<file path="src/rtl/core/tuner_pll_word_generator_defines.svh">
// assertion macros shared by the tuner pll word generator rtl
// expects clk and arst_n in the scope of use
`ifndef TUNER_PLL_WORD_GENERATOR_DEFINES_SVH
`define TUNER_PLL_WORD_GENERATOR_DEFINES_SVH

// same-cycle implication, off during reset
`define TPWG_ASSERT_IMP(lbl, ante, cons, msg) \
	lbl: assert property (@(posedge clk) disable iff (!arst_n) (ante) |-> (cons)) \
		else $error(msg);

// next-cycle implication, off during reset
`define TPWG_ASSERT_NXT(lbl, ante, cons, msg) \
	lbl: assert property (@(posedge clk) disable iff (!arst_n) (ante) |=> (cons)) \
		else $error(msg);

`endif

</file>
<file path="src/rtl/core/tpwg_pkg.sv">
// types, codes and tables for the tuner pll word generator
// no dependencies
`default_nettype none

package tpwg_pkg;

	localparam logic [1:0] OP_TUNE = 2'd0;
	localparam logic [1:0] OP_UP   = 2'd1;
	localparam logic [1:0] OP_DOWN = 2'd2;
	localparam logic [1:0] OP_NONE = 2'd3;

	localparam logic [2:0] ST_OK      = 3'd0;
	localparam logic [2:0] ST_RANGE   = 3'd1;
	localparam logic [2:0] ST_NOTUNER = 3'd2;
	localparam logic [2:0] ST_NOFM    = 3'd3;
	localparam logic [2:0] ST_LOCALE  = 3'd4;

	localparam logic [1:0] REG_MAKER  = 2'd0;
	localparam logic [1:0] REG_LOCALE = 2'd1;
	localparam logic [1:0] REG_ADDR   = 2'd2;

	localparam logic [2:0] LOC_FM    = 3'd0;
	localparam logic [2:0] LOC_JAPAN = 3'd2;
	localparam logic [2:0] LOC_PAL   = 3'd3;
	localparam logic [2:0] LOC_SECAM = 3'd4;
	localparam logic [2:0] LOC_OTHER = 3'd5;

	localparam logic [2:0] MAKER_0    = 3'd0;
	localparam logic [2:0] MAKER_1    = 3'd1;
	localparam logic [2:0] MAKER_3    = 3'd3;
	localparam logic [2:0] MAKER_NONE = 3'd4;

	localparam logic [1:0] BAND_LOW  = 2'd0;
	localparam logic [1:0] BAND_MID  = 2'd1;
	localparam logic [1:0] BAND_HIGH = 2'd2;

	localparam logic [31:0] FINE_STEP = 32'd62500;
	localparam logic [31:0] FM_LO     = 32'd64000000;
	localparam logic [31:0] FM_HI     = 32'd108000000;

	// intermediate frequencies in khz
	localparam logic [15:0] IFK_FM   = 16'd10700;
	localparam logic [15:0] IFK_NTSC = 16'd45750;
	localparam logic [15:0] IFK_M0   = 16'd58750;
	localparam logic [15:0] IFK_EURO = 16'd38900;

	localparam logic [15:0] WORD_FM_M1 = 16'h8ea5;
	localparam logic [15:0] WORD_FM_M3 = 16'h8204;
	localparam logic [7:0]  BAND_MARK  = 8'h40;

	// floor(x/125): x < 2^29 via ceil(2^36/125), x < 2^22 via ceil(2^29/125)
	localparam logic [29:0] RECIP_K1 = 30'd549755814;
	localparam logic [22:0] RECIP_K2 = 23'd4294968;

	typedef struct packed {
		logic [31:0] lo;
		logic [31:0] midlo;
		logic [31:0] midhi;
		logic [31:0] hi;
	} edges_t;

	typedef struct packed {
		logic        ok;
		logic [2:0]  status;
		logic [15:0] word;
		logic [15:0] ifk;
		logic        mul2;
	} sel_t;

	function automatic edges_t band_edges(input logic euro, input logic [1:0] maker);
		edges_t e;
		unique case ({euro, maker})
			3'b000, 3'b100: e = '{32'd54000000, 32'd164000000, 32'd314000000, 32'd766000000};
			3'b001: e = '{32'd54000000, 32'd160000000, 32'd454000000, 32'd801250000};
			3'b010: e = '{32'd54000000, 32'd157250000, 32'd451250000, 32'd801250000};
			3'b011, 3'b111: e = '{32'd54000000, 32'd130000000, 32'd365000000, 32'd800000000};
			3'b101: e = '{32'd45750000, 32'd170000000, 32'd450000000, 32'd855250000};
			3'b110: e = '{32'd45750000, 32'd145250000, 32'd451250000, 32'd855250000};
		endcase
		return e;
	endfunction

	function automatic logic [15:0] band_word(input logic [1:0] band, input logic [1:0] maker,
		input logic secam_alt);
		logic [15:0] w;
		w = 16'h0000;
		if (secam_alt) begin
			case (band)
				BAND_LOW:  w = 16'h8ea7;
				BAND_MID:  w = 16'h8e97;
				BAND_HIGH: w = 16'h8e37;
				default:   w = 16'h0000;
			endcase
		end else begin
			case ({band, maker})
				{BAND_LOW, 2'd0}:  w = 16'hca04;
				{BAND_LOW, 2'd1}:  w = 16'h8ea0;
				{BAND_LOW, 2'd2}:  w = 16'h8e02;
				{BAND_LOW, 2'd3}:  w = 16'h8214;
				{BAND_MID, 2'd0}:  w = 16'hca02;
				{BAND_MID, 2'd1}:  w = 16'h8e90;
				{BAND_MID, 2'd2}:  w = 16'h8e04;
				{BAND_MID, 2'd3}:  w = 16'h8212;
				{BAND_HIGH, 2'd0}: w = 16'hca01;
				{BAND_HIGH, 2'd1}: w = 16'h8e30;
				{BAND_HIGH, 2'd2}: w = 16'h8e01;
				{BAND_HIGH, 2'd3}: w = 16'h8211;
				default:           w = 16'h0000;
			endcase
		end
		return w;
	endfunction

endpackage

`default_nettype wire

</file>
<file path="src/rtl/core/tpwg_band_select.sv">
// range check, band pick and band word lookup for one frequency
// depends on tpwg_pkg
`default_nettype none

module tpwg_band_select (
	input  wire logic [31:0]   freq,
	input  wire logic [2:0]    maker,
	input  wire logic [2:0]    locale,
	output tpwg_pkg::sel_t     sel
);
	import tpwg_pkg::*;

	edges_t     edges;
	logic       in_range;
	logic [1:0] band;

	always_comb begin
		edges = band_edges(locale >= LOC_PAL, maker[1:0]);
		in_range = !(freq < edges.lo || freq > edges.hi);
		priority if (freq < edges.midlo) begin
			band = BAND_LOW;
		end else if (freq < edges.midhi) begin
			band = BAND_MID;
		end else begin
			band = BAND_HIGH;
		end
	end

	always_comb begin
		sel = '0;
		sel.status = ST_OK;
		if (locale == LOC_FM) begin
			sel.ifk = IFK_FM;
			priority if (freq < FM_LO || freq > FM_HI) begin
				sel.status = ST_RANGE;
			end else if (maker == MAKER_1) begin
				sel.ok = 1'b1;
				sel.word = WORD_FM_M1;
			end else if (maker == MAKER_3) begin
				sel.ok = 1'b1;
				sel.word = WORD_FM_M3;
			end else begin
				sel.status = ST_NOFM;
			end
		end else if (locale <= LOC_SECAM) begin
			// tv locales
			sel.ifk = (locale >= LOC_PAL) ? IFK_EURO
				: ((maker == MAKER_0) ? IFK_M0 : IFK_NTSC);
			sel.mul2 = (maker == MAKER_0);
			priority if (maker >= MAKER_NONE) begin
				sel.status = ST_NOTUNER;
			end else if (!in_range) begin
				sel.status = ST_RANGE;
			end else begin
				sel.ok = 1'b1;
				sel.word = band_word(band, maker[1:0],
					(maker == MAKER_1) && (locale == LOC_SECAM));
			end
		end else begin
			sel.status = ST_LOCALE;
		end
	end

endmodule

`default_nettype wire

</file>
<file path="src/rtl/core/tuner_pll_word_generator.sv">
// pipeline: request register s1, then s2, s3 and output stage s4; a good result gives
// a second beat once the first is taken, an error only one beat; throughput is limited
// by the last-frequency turnaround between s1 and s2 and by the two result beats of the output stage
// reset: async active low; clears valid flags, last frequency and config
// (maker 4, locale group 5, address 97)
`default_nettype none
`include "tuner_pll_word_generator_defines.svh"

module tuner_pll_word_generator (
	input  wire logic        clk,
	input  wire logic        arst_n,
	// apb config port
	input  wire logic        psel,
	input  wire logic        penable,
	input  wire logic        pwrite,
	input  wire logic [3:0]  paddr,
	input  wire logic [31:0] pwdata,
	output logic [31:0]      prdata,
	output logic             pready,
	// request channel
	input  wire logic        in_valid,
	output logic             in_ready,
	input  wire logic [1:0]  opcode,
	input  wire logic [31:0] target_hz,
	// result channel
	output logic             out_valid,
	input  wire logic        out_ready,
	output logic [2:0]       status,
	output logic [6:0]       bus_address,
	output logic [7:0]       first_byte,
	output logic [7:0]       second_byte,
	output logic             last
);
	import tpwg_pkg::*;

	// config registers
	logic [2:0] maker_q;
	logic [2:0] locale_q;
	logic [6:0] tuner_addr_q;
	logic       cfg_wr;

	// tuned frequency kept across requests
	logic [31:0] last_freq_q;

	// s1: request as accepted
	logic        valid_s1;
	logic [1:0]  opcode_s1;
	logic [31:0] target_s1;
	logic [31:0] freq_next;
	logic        load_s2;
	logic        drop_s1;

	// s2: frequency, range check and first reciprocal multiply
	logic        valid_s2;
	logic [31:0] freq_s2;
	sel_t        sel;
	logic        up;
	logic [58:0] prod1;
	logic        adv_s2;
	logic        commit;

	// s3: khz sum and second reciprocal multiply
	logic        valid_s3;
	logic        ok_s3;
	logic [2:0]  status_s3;
	logic        up_s3;
	logic [15:0] word_s3;
	logic [19:0] khz_s3;
	logic [15:0] ifk_s3;
	logic        mul2_s3;
	logic [19:0] sum;
	logic [21:0] scaled;
	logic [44:0] prod2;
	logic [14:0] divisor;
	logic [7:0]  div_hi;
	logic [7:0]  div_lo;
	logic [7:0]  word_hi;
	logic [7:0]  word_lo;
	logic        adv_s3;

	// s4: output stage, one or two beats
	logic        valid_s4;
	logic        beat_s4;
	logic        ok_s4;
	logic [2:0]  status_s4;
	logic [7:0]  a_first_s4;
	logic [7:0]  a_second_s4;
	logic [7:0]  b_first_s4;
	logic [7:0]  b_second_s4;
	logic        out_fire;
	logic        done_s4;

	// ---------------------------------------------------------------
	// config port, always ready, writes land on the access phase
	// ---------------------------------------------------------------
	assign pready = 1'b1;
	assign cfg_wr = psel & penable & pwrite & pready;

	always_ff @(posedge clk or negedge arst_n) begin
		if (!arst_n) begin
			maker_q      <= MAKER_NONE;
			locale_q     <= LOC_OTHER;
			tuner_addr_q <= 7'd97;
		end else if (cfg_wr) begin
			case (paddr[3:2])
				REG_MAKER:  maker_q      <= pwdata[2:0];
				REG_LOCALE: locale_q     <= pwdata[2:0];
				REG_ADDR:   tuner_addr_q <= pwdata[6:0];
				default:    ;
			endcase
		end
	end

	always_comb begin
		case (paddr[3:2])
			REG_MAKER:  prdata = {29'd0, maker_q};
			REG_LOCALE: prdata = {29'd0, locale_q};
			REG_ADDR:   prdata = {25'd0, tuner_addr_q};
			default:    prdata = 32'd0;
		endcase
	end

	// ---------------------------------------------------------------
	// s1: the step opcodes read last_freq_q, so s2 must be empty before
	// s1 moves on; that keeps one request ahead of the commit point
	// ---------------------------------------------------------------
	always_comb begin
		unique case (opcode_s1)
			OP_TUNE: freq_next = target_s1;
			OP_UP:   freq_next = last_freq_q + FINE_STEP;
			OP_DOWN: freq_next = last_freq_q - FINE_STEP;
			OP_NONE: freq_next = target_s1;
		endcase
	end

	// unused opcode just vanishes here
	assign drop_s1  = valid_s1 && (opcode_s1 == OP_NONE);
	assign load_s2  = valid_s1 && (opcode_s1 != OP_NONE) && !valid_s2;
	assign in_ready = !valid_s1 || drop_s1 || load_s2;

	always_ff @(posedge clk or negedge arst_n) begin
		if (!arst_n) begin
			valid_s1 <= 1'b0;
		end else if (in_ready) begin
			valid_s1 <= in_valid;
		end
	end

	always_ff @(posedge clk) begin
		if (in_valid && in_ready) begin
			opcode_s1 <= opcode;
			target_s1 <= target_hz;
		end
	end

	// ---------------------------------------------------------------
	// s2: band decision, direction and f/1000 by reciprocal
	// ---------------------------------------------------------------
	tpwg_band_select u_band_select (
		.freq   (freq_s2),
		.maker  (maker_q),
		.locale (locale_q),
		.sel    (sel)
	);

	assign up     = freq_s2 > last_freq_q;
	// f/1000 = (f>>3)/125
	assign prod1  = 59'(freq_s2[31:3]) * 59'(RECIP_K1);
	assign adv_s2 = valid_s2 && (!valid_s3 || adv_s3);
	// state commits as the request leaves s2, errors keep the old value
	assign commit = adv_s2 && sel.ok;

	always_ff @(posedge clk or negedge arst_n) begin
		if (!arst_n) begin
			valid_s2    <= 1'b0;
			last_freq_q <= 32'd0;
		end else begin
			if (load_s2) begin
				valid_s2 <= 1'b1;
			end else if (adv_s2) begin
				valid_s2 <= 1'b0;
			end
			if (commit) begin
				last_freq_q <= freq_s2;
			end
		end
	end

	always_ff @(posedge clk) begin
		if (load_s2) begin
			freq_s2 <= freq_next;
		end
	end

	// ---------------------------------------------------------------
	// s3: divisor = 16*mul*(f/1000 + if/1000)/1000 = 2*mul*sum/125
	// in range the sum stays below 2^20
	// ---------------------------------------------------------------
	assign sum     = khz_s3 + {4'd0, ifk_s3};
	assign scaled  = mul2_s3 ? {sum, 2'b00} : {1'b0, sum, 1'b0};
	assign prod2   = 45'(scaled) * 45'(RECIP_K2);
	assign divisor = prod2[43:29];
	assign div_hi  = {1'b0, divisor[14:8]};
	assign div_lo  = divisor[7:0];
	assign word_hi = word_s3[15:8] | BAND_MARK;
	assign word_lo = word_s3[7:0];
	assign adv_s3  = valid_s3 && (!valid_s4 || done_s4);

	always_ff @(posedge clk or negedge arst_n) begin
		if (!arst_n) begin
			valid_s3 <= 1'b0;
		end else if (adv_s2) begin
			valid_s3 <= 1'b1;
		end else if (adv_s3) begin
			valid_s3 <= 1'b0;
		end
	end

	always_ff @(posedge clk) begin
		if (adv_s2) begin
			ok_s3     <= sel.ok;
			status_s3 <= sel.status;
			up_s3     <= up;
			word_s3   <= sel.word;
			khz_s3    <= prod1[55:36];
			ifk_s3    <= sel.ifk;
			mul2_s3   <= sel.mul2;
		end
	end

	// ---------------------------------------------------------------
	// s4: holds both writes; divisor first when tuning upward,
	// band word first otherwise (equal frequency counts as not upward)
	// ---------------------------------------------------------------
	assign out_fire = valid_s4 && out_ready;
	// an error is a single beat
	assign done_s4  = out_fire && (beat_s4 || !ok_s4);

	always_ff @(posedge clk or negedge arst_n) begin
		if (!arst_n) begin
			valid_s4 <= 1'b0;
			beat_s4  <= 1'b0;
		end else begin
			if (adv_s3) begin
				valid_s4 <= 1'b1;
			end else if (done_s4) begin
				valid_s4 <= 1'b0;
			end
			if (done_s4) begin
				beat_s4 <= 1'b0;
			end else if (out_fire) begin
				beat_s4 <= 1'b1;
			end
		end
	end

	always_ff @(posedge clk) begin
		if (adv_s3) begin
			ok_s4       <= ok_s3;
			status_s4   <= status_s3;
			a_first_s4  <= up_s3 ? div_hi : word_hi;
			a_second_s4 <= up_s3 ? div_lo : word_lo;
			b_first_s4  <= up_s3 ? word_hi : div_hi;
			b_second_s4 <= up_s3 ? word_lo : div_lo;
		end
	end

	// error beats carry zero address and data
	assign out_valid   = valid_s4;
	assign status      = status_s4;
	assign bus_address = ok_s4 ? tuner_addr_q : 7'd0;
	assign first_byte  = !ok_s4 ? 8'd0 : (beat_s4 ? b_first_s4 : a_first_s4);
	assign second_byte = !ok_s4 ? 8'd0 : (beat_s4 ? b_second_s4 : a_second_s4);
	assign last        = !ok_s4 || beat_s4;

	// ---------------------------------------------------------------
	// checks
	// ---------------------------------------------------------------
	`TPWG_ASSERT_NXT(a_freq_hold, !commit, $stable(last_freq_q),
		"last frequency moved without a commit")
	`TPWG_ASSERT_IMP(a_err_one_beat, valid_s4 && !ok_s4, !beat_s4,
		"error request reached a second beat")
	`TPWG_ASSERT_NXT(a_second_beat, out_fire && !last, out_valid && last,
		"second write did not follow the first")
	`TPWG_ASSERT_NXT(a_s3_hold, valid_s3 && valid_s4 && !done_s4, valid_s3,
		"s3 request lost under output stall")

endmodule

`default_nettype wire
</file>
<file path="config.mk">
export PLATFORM = sky130hd
export DESIGN_NAME = tuner_pll_word_generator
export DESIGN_NICKNAME = d
export VERILOG_FILES = /design/src/rtl/core/tpwg_pkg.sv /design/src/rtl/core/tpwg_band_select.sv /design/src/rtl/core/tuner_pll_word_generator.sv
export VERILOG_INCLUDE_DIRS = /design/src /design/src/rtl/core
export SDC_FILE = /design/constraint.sdc
export NUM_CORES = 2
export LEC_CHECK = 0
export BUFFER_PORTS_ARGS = -buffer_cell sky130_fd_sc_hd__buf_2
export CAP_MARGIN = 0
export CORE_ASPECT_RATIO = 2
export CORE_UTILIZATION = 38
export CTS_CLUSTER_SIZE = 10
export DETAILED_ROUTE_END_ITERATION = 16
export PLACE_DENSITY = 0.57
export SLEW_MARGIN = 20
export SYNTH_ARGS = -nofsm -noshare
export SYNTH_HDL_FRONTEND = slang
export SYNTH_HIERARCHICAL = 1
export SYNTH_SLANG_ARGS = --single-unit
</file>
<file path="constraint.sdc">
create_clock -name clk -period 17 [get_ports clk]
set_input_delay 1.7 -clock clk [delete_from_list [all_inputs] [get_ports clk]]
set_output_delay 1.7 -clock clk [all_outputs]
set_load 0.01 [all_outputs]
</file>
==> Yosys cells after proc, flatten, opt, wreduce, memory -nomap -nowiden <==
Memory sizes are Yosys's and may differ from the RTL's.
Index checks and enable logic that the tools add are counted.
{ "word_totals": {"latch_bits": 0, "regBits": 210, "rom_bits": 832, "input_bits": 77, "ram_bits": 0, "wordCells": 144, "memories": 2} }
{ "classes": {"shift": 0, "n_mux": 45, "eq_ne": 11, "multipliers": 2, "n_div": 0, "add_sub_neg": 3, "bitwise": 3, "order_cmp": 10, "reduce_logical": 37} }
{ "mem_list": {"columns": ["name", "words", "width", "rd", "rd_clocked_by_memory_dff", "wr", "line_no", "rtl"], "rows": [
  ["(name not given)", 8, 82, 1, 0, 0, "tpwg_pkg.sv:72", "unique case ({euro, maker})"],
  ["(name not given)", 16, 11, 1, 0, 0, "tpwg_pkg.sv:95", "case ({band, maker})"]
]} }
{ "ops": {"columns": ["operator", "count"], "rows": [
  ["16-bit two-way mux", 7],
  ["32-bit less-than comparator", 3],
  ["32-bit one-hot mux with 3 select lines", 1],
  ["32-bit greater-than comparator", 2],
  ["29-bit by 29-bit multiplier with 55-bit output, second input constant", 1],
  ["8-bit two-way mux", 6],
  ["16-bit one-hot mux with 3 select lines", 1],
  ["22-bit by 20-bit multiplier with 41-bit output, second input constant", 1],
  ["36-bit two-way mux", 1],
  ["33-bit two-way mux", 1],
  ["32-bit by 16-bit adder with 32-bit output, second input constant", 1],
  ["32-bit by 27-bit greater-than comparator with 1-bit output, second input constant", 1],
  ["32-bit by 26-bit less-than comparator with 1-bit output, second input constant", 1],
  ["32-bit by 16-bit subtractor with 32-bit output, second input constant", 1],
  ["22-bit two-way mux", 1],
  ["7-bit one-hot mux with 3 select lines", 1],
  ["20-bit by 16-bit adder with 20-bit output", 1],
  ["1-bit two-way mux", 15],
  ["15-bit two-way mux", 1],
  ["3-bit two-way mux", 4],
  ["6-bit two-way mux", 2],
  ["1-bit logical AND", 10],
  ["2-bit == test, second input constant", 4],
  ["2-bit nonzero test", 4],
  ["19 further kinds", 40]
]} }

==> Logic depth before layout (Yosys ltp) <==
An unclocked memory read counts as a cell.
{ "depth": {"word_depth": 13, "depth_mapped": 31} }

==> Modules after synthesis <==
Netlist, hierarchy kept.
{ "by_module_without_submodules": {"columns": ["mod", "cells_per_inst", "area_per_inst_um2", "n_inst", "seq_area_each_um2"], "rows": [
  ["tuner_pll_word_generator", 2858, 29833.6, 1, 6033.3],
  ["tpwg_band_select", 362, 2713.9, 1, 0.0]
]} }

==> Least setup slack after synthesis <==
OpenSTA, ideal clock, no wires.
{ "synth_timing": {"kind": "input port to flip-flop", "from": "input out_ready", "to": "register last_freq_q[11]", "t_arrival_ns": 8.012, "path_stages": 5, "setup_slack_ns": 8.863, "required_ns": 16.875, "setup_time_ns": 0.125, "path_cell_list": "a21boi_0 a21boi_0 nand2_1 buf_2 mux2_2"} }
{ "synth_between": {"elab_chain_cells": 7} }
{ "synth_rtl": {"columns": ["element", "line_no", "rtl"], "rows": [
  ["start: declaration", "tuner_pll_word_generator.sv:27", "input wire logic out_ready,"],
  ["1-bit logical AND", "tuner_pll_word_generator.sv:235", "assign out_fire = valid_s4 && out_ready;"],
  ["1-bit logical AND", "tuner_pll_word_generator.sv:237", "assign done_s4 = out_fire && (beat_s4 || !ok_s4);"],
  ["1-bit logical OR", "tuner_pll_word_generator.sv:207", "assign adv_s3 = valid_s3 && (!valid_s4 || done_s4);"],
  ["1-bit logical AND", "tuner_pll_word_generator.sv:207", null],
  ["1-bit logical OR", "tuner_pll_word_generator.sv:169", "assign adv_s2 = valid_s2 && (!valid_s3 || adv_s3);"],
  ["1-bit logical AND", "tuner_pll_word_generator.sv:169", null],
  ["named net adv_s2", "tuner_pll_word_generator.sv:59", "logic adv_s2;"],
  ["1-bit logical AND", "tuner_pll_word_generator.sv:171", "assign commit = adv_s2 && sel.ok;"],
  ["end signal: assignment", "tuner_pll_word_generator.sv:184", "last_freq_q <= freq_s2;"],
  ["end: declaration", "tuner_pll_word_generator.sv:43", "logic [31:0] last_freq_q;"]
]} }
The timed path passes the listed nets, and every way through them passes these cells.
A chain may end at the register's enable or synchronous reset.

==> Worst setup path in the final report <==
{ "layout_timing": {"from": "register khz_s3[0]", "to": "register b_first_s4[0] (data pin)"} }
{ "layout_between": {"elab_chain_cells": 4} }
{ "layout_rtl": {"columns": ["element", "line_no", "rtl"], "rows": [
  ["start: declaration", "tuner_pll_word_generator.sv:68", "logic [19:0] khz_s3;"],
  ["start signal: assignment", "tuner_pll_word_generator.sv:225", "khz_s3 <= prod1[55:36];"],
  ["20-bit by 16-bit adder with 20-bit output", "tuner_pll_word_generator.sv:199", "assign sum = khz_s3 + {4'd0, ifk_s3};"],
  ["22-bit two-way mux", "tuner_pll_word_generator.sv:200", "assign scaled = mul2_s3 ? {sum, 2'b00} : {1'b0, sum, 1'b0};"],
  ["22-bit by 20-bit multiplier with 41-bit output", "tuner_pll_word_generator.sv:201", "assign prod2 = 45'(scaled) * 45'(RECIP_K2);"],
  ["6-bit two-way mux", "tuner_pll_word_generator.sv:263", "b_first_s4 <= up_s3 ? word_hi : div_hi;"],
  ["end signal: assignment", "tuner_pll_word_generator.sv:263", null],
  ["end: declaration", "tuner_pll_word_generator.sv:88", "logic [7:0] b_first_s4;"]
]} }
Every way passes these cells.

==> metrics.txt <==
cts hold-fix bufs 0; CP startpoint khz_s3[0]; Hold Fails Final Rpt 0; Die Area 86900 sq um; DRT Wirelength 89200 microns; Pins Over Slew Limit 0; drt drc 0; total CTS buffers 27; Mean Syn Cell Area 10.1 sq um; status finished clean; highest clock rate 0.113 GHz; commonest non-fill, non-tap cell in the layout inv_1; final setup vio count 0; R2R cell count 31; DIE WIDTH 209 microns; Worst-path clk slew 60 ps; Placed Instance Area 34300 sq um; pin count of the biggest net entering global routing 63; nets 4457; critical path data arrival time 9140 ps; first-pass GRT wire length 138000 microns; wire length per cell 20.2 microns; Skew-Pair Late Insertion Delay 610 ps; type of origin of the critical path register; reg-to-reg slack, setup 8190 ps; most frequent cells in the layout inv_1 (745), ha_1 (693), fa_1 (358); Fill cells 8329; post-cts resize count 0; vias in the first global route 25200; DR iter-0 viols 840; worst relative slew slack 24.9%; crit share post-route 51.8%; Clock Path Buffers 3; clk sinks 209; Cells after Synth 3218; Slew @ Worst Pin 1100 ps; Via density 5.17; Ant. Diodes 0; initial antenna violation count 0; GRT Overall Usage 21.1%; worst r2r dst b_first_s4[0]; RePlAce Congestion 0.916; TritonRoute pass-1 iters 5; overflow left after global routing 0; boundary pin count 139; Layout area overhead 8.14%; Critical Path End Type register; clock skew 22.0 ps; crit path max fanout 4; die height 416 microns; Routed Antenna Nets 0; cell mode on critical path fa_1; Post-CTS Setup Inserts 0; Worst Setup EP b_first_s4[0]; Worst path slowest cell fa_1; RSZ-0062 raised after global routing no; max_cap viols 0; Design Area, Final 35200 sq um; reg-to-reg startpoint khz_s3[0]; CTS H-tree depth 1; Rows 151; Crit path required time 17330 ps; input/output buffers 85; Post-Syn Area 32500 sq um; Root Buffer clkbuf_16; hold depth 0; routed vias 22900; TNS Setup 0 ps; Starting Density 38.4%; hpwl dp 74800 microns; Hold Crit Class reg2reg; Crit Path Class reg2reg; critical path's largest stage delay 550 ps; CORE AREA 84800 sq um; share of layout cells above drive strength 1 7.92%; synth warn 6; CTS tree yes; min Tclk post-route 8810 ps
-- routing by layer --
layer  GRT usage [%]  up-vias  wire length [microns]
met5               0        -                      0
met4            13.1        0                   6380
met3            1.64      225                   1960
met2            45.1      410                  53400
met1            17.8    11300                  27400
li1                -    10900                      -
-- worst max-delay path: cells and delay by family, from the launching register on --
| family | cells | cell delay [ps] |
|---|---|---|
| DFF | 1 | 360 |
| muxes | 1 | 350 |
| and+or+nand+nor | 5 | 1050 |
| buffers and inverters | 4 | 210 |
| xor gates and xnor gates | 2 | 310 |
| AOI/OAI and AO/OA | 10 | 2410 |
| adders and majority gates | 9 | 3820 |
-- metrics by stage --
step	utilization [%]	hold slack (ps)	worst slack, ps	cells
4_1_cts	41.5	424	8130	4419
2_1_floorplan	-	400	8860	3247
6_report	41.5	423	8190	4419
5_1_grt	41.5	436	7750	4419
3_5_place_dp	40.5	405	8160	4370
3_3_place_gp	40.4	407	8210	4369
-- registers in the layout, indices dropped and copies added, names as in the netlist, 2 cells and up --
register / count
a_second_s4: 8
status_s3: 3
tuner_addr_q: 7
b_first_s4: 8
maker_q: 3
status: 3
a_first_s4: 8
target_s1: 32
b_second_s4: 8
freq_s2: 32
last_freq_q: 32
word_s3: 15
khz_s3: 20
locale_q: 3
ifk_s3: 16
opcode_s1: 2
-- how the worst min path moves through the flow --
| stage | start | endpoint | slack (ps) |
|---|---|---|---|
| global placement | status_s3[2] | status[2] | 410 |
| finish | status_s3[2] | status[2] | 420 |
| detailed placement | status_s3[2] | status[2] | 400 |
| CTS | status_s3[2] | status[2] | 420 |
| floorplan | ok_s3 | ok_s4 | 400 |
| global route | ok_s3 | ok_s4 | 440 |
-- area by class of cell --
class,instances,area [sq um],share of cell area (%)
inverters,745,2800,7.95
multi-input cells,2218,23400,66.5
well taps,1071,1340,3.81
clock inverters,5,73.8,0.210
clock buffers,44,782,2.22
flip-flops and latches,209,6030,17.1
repair buffers,127,761,2.16
Power is left out: the tool's default activity adds up to more than one toggle a clock period on the data nets, which glitch-free logic cannot reach.
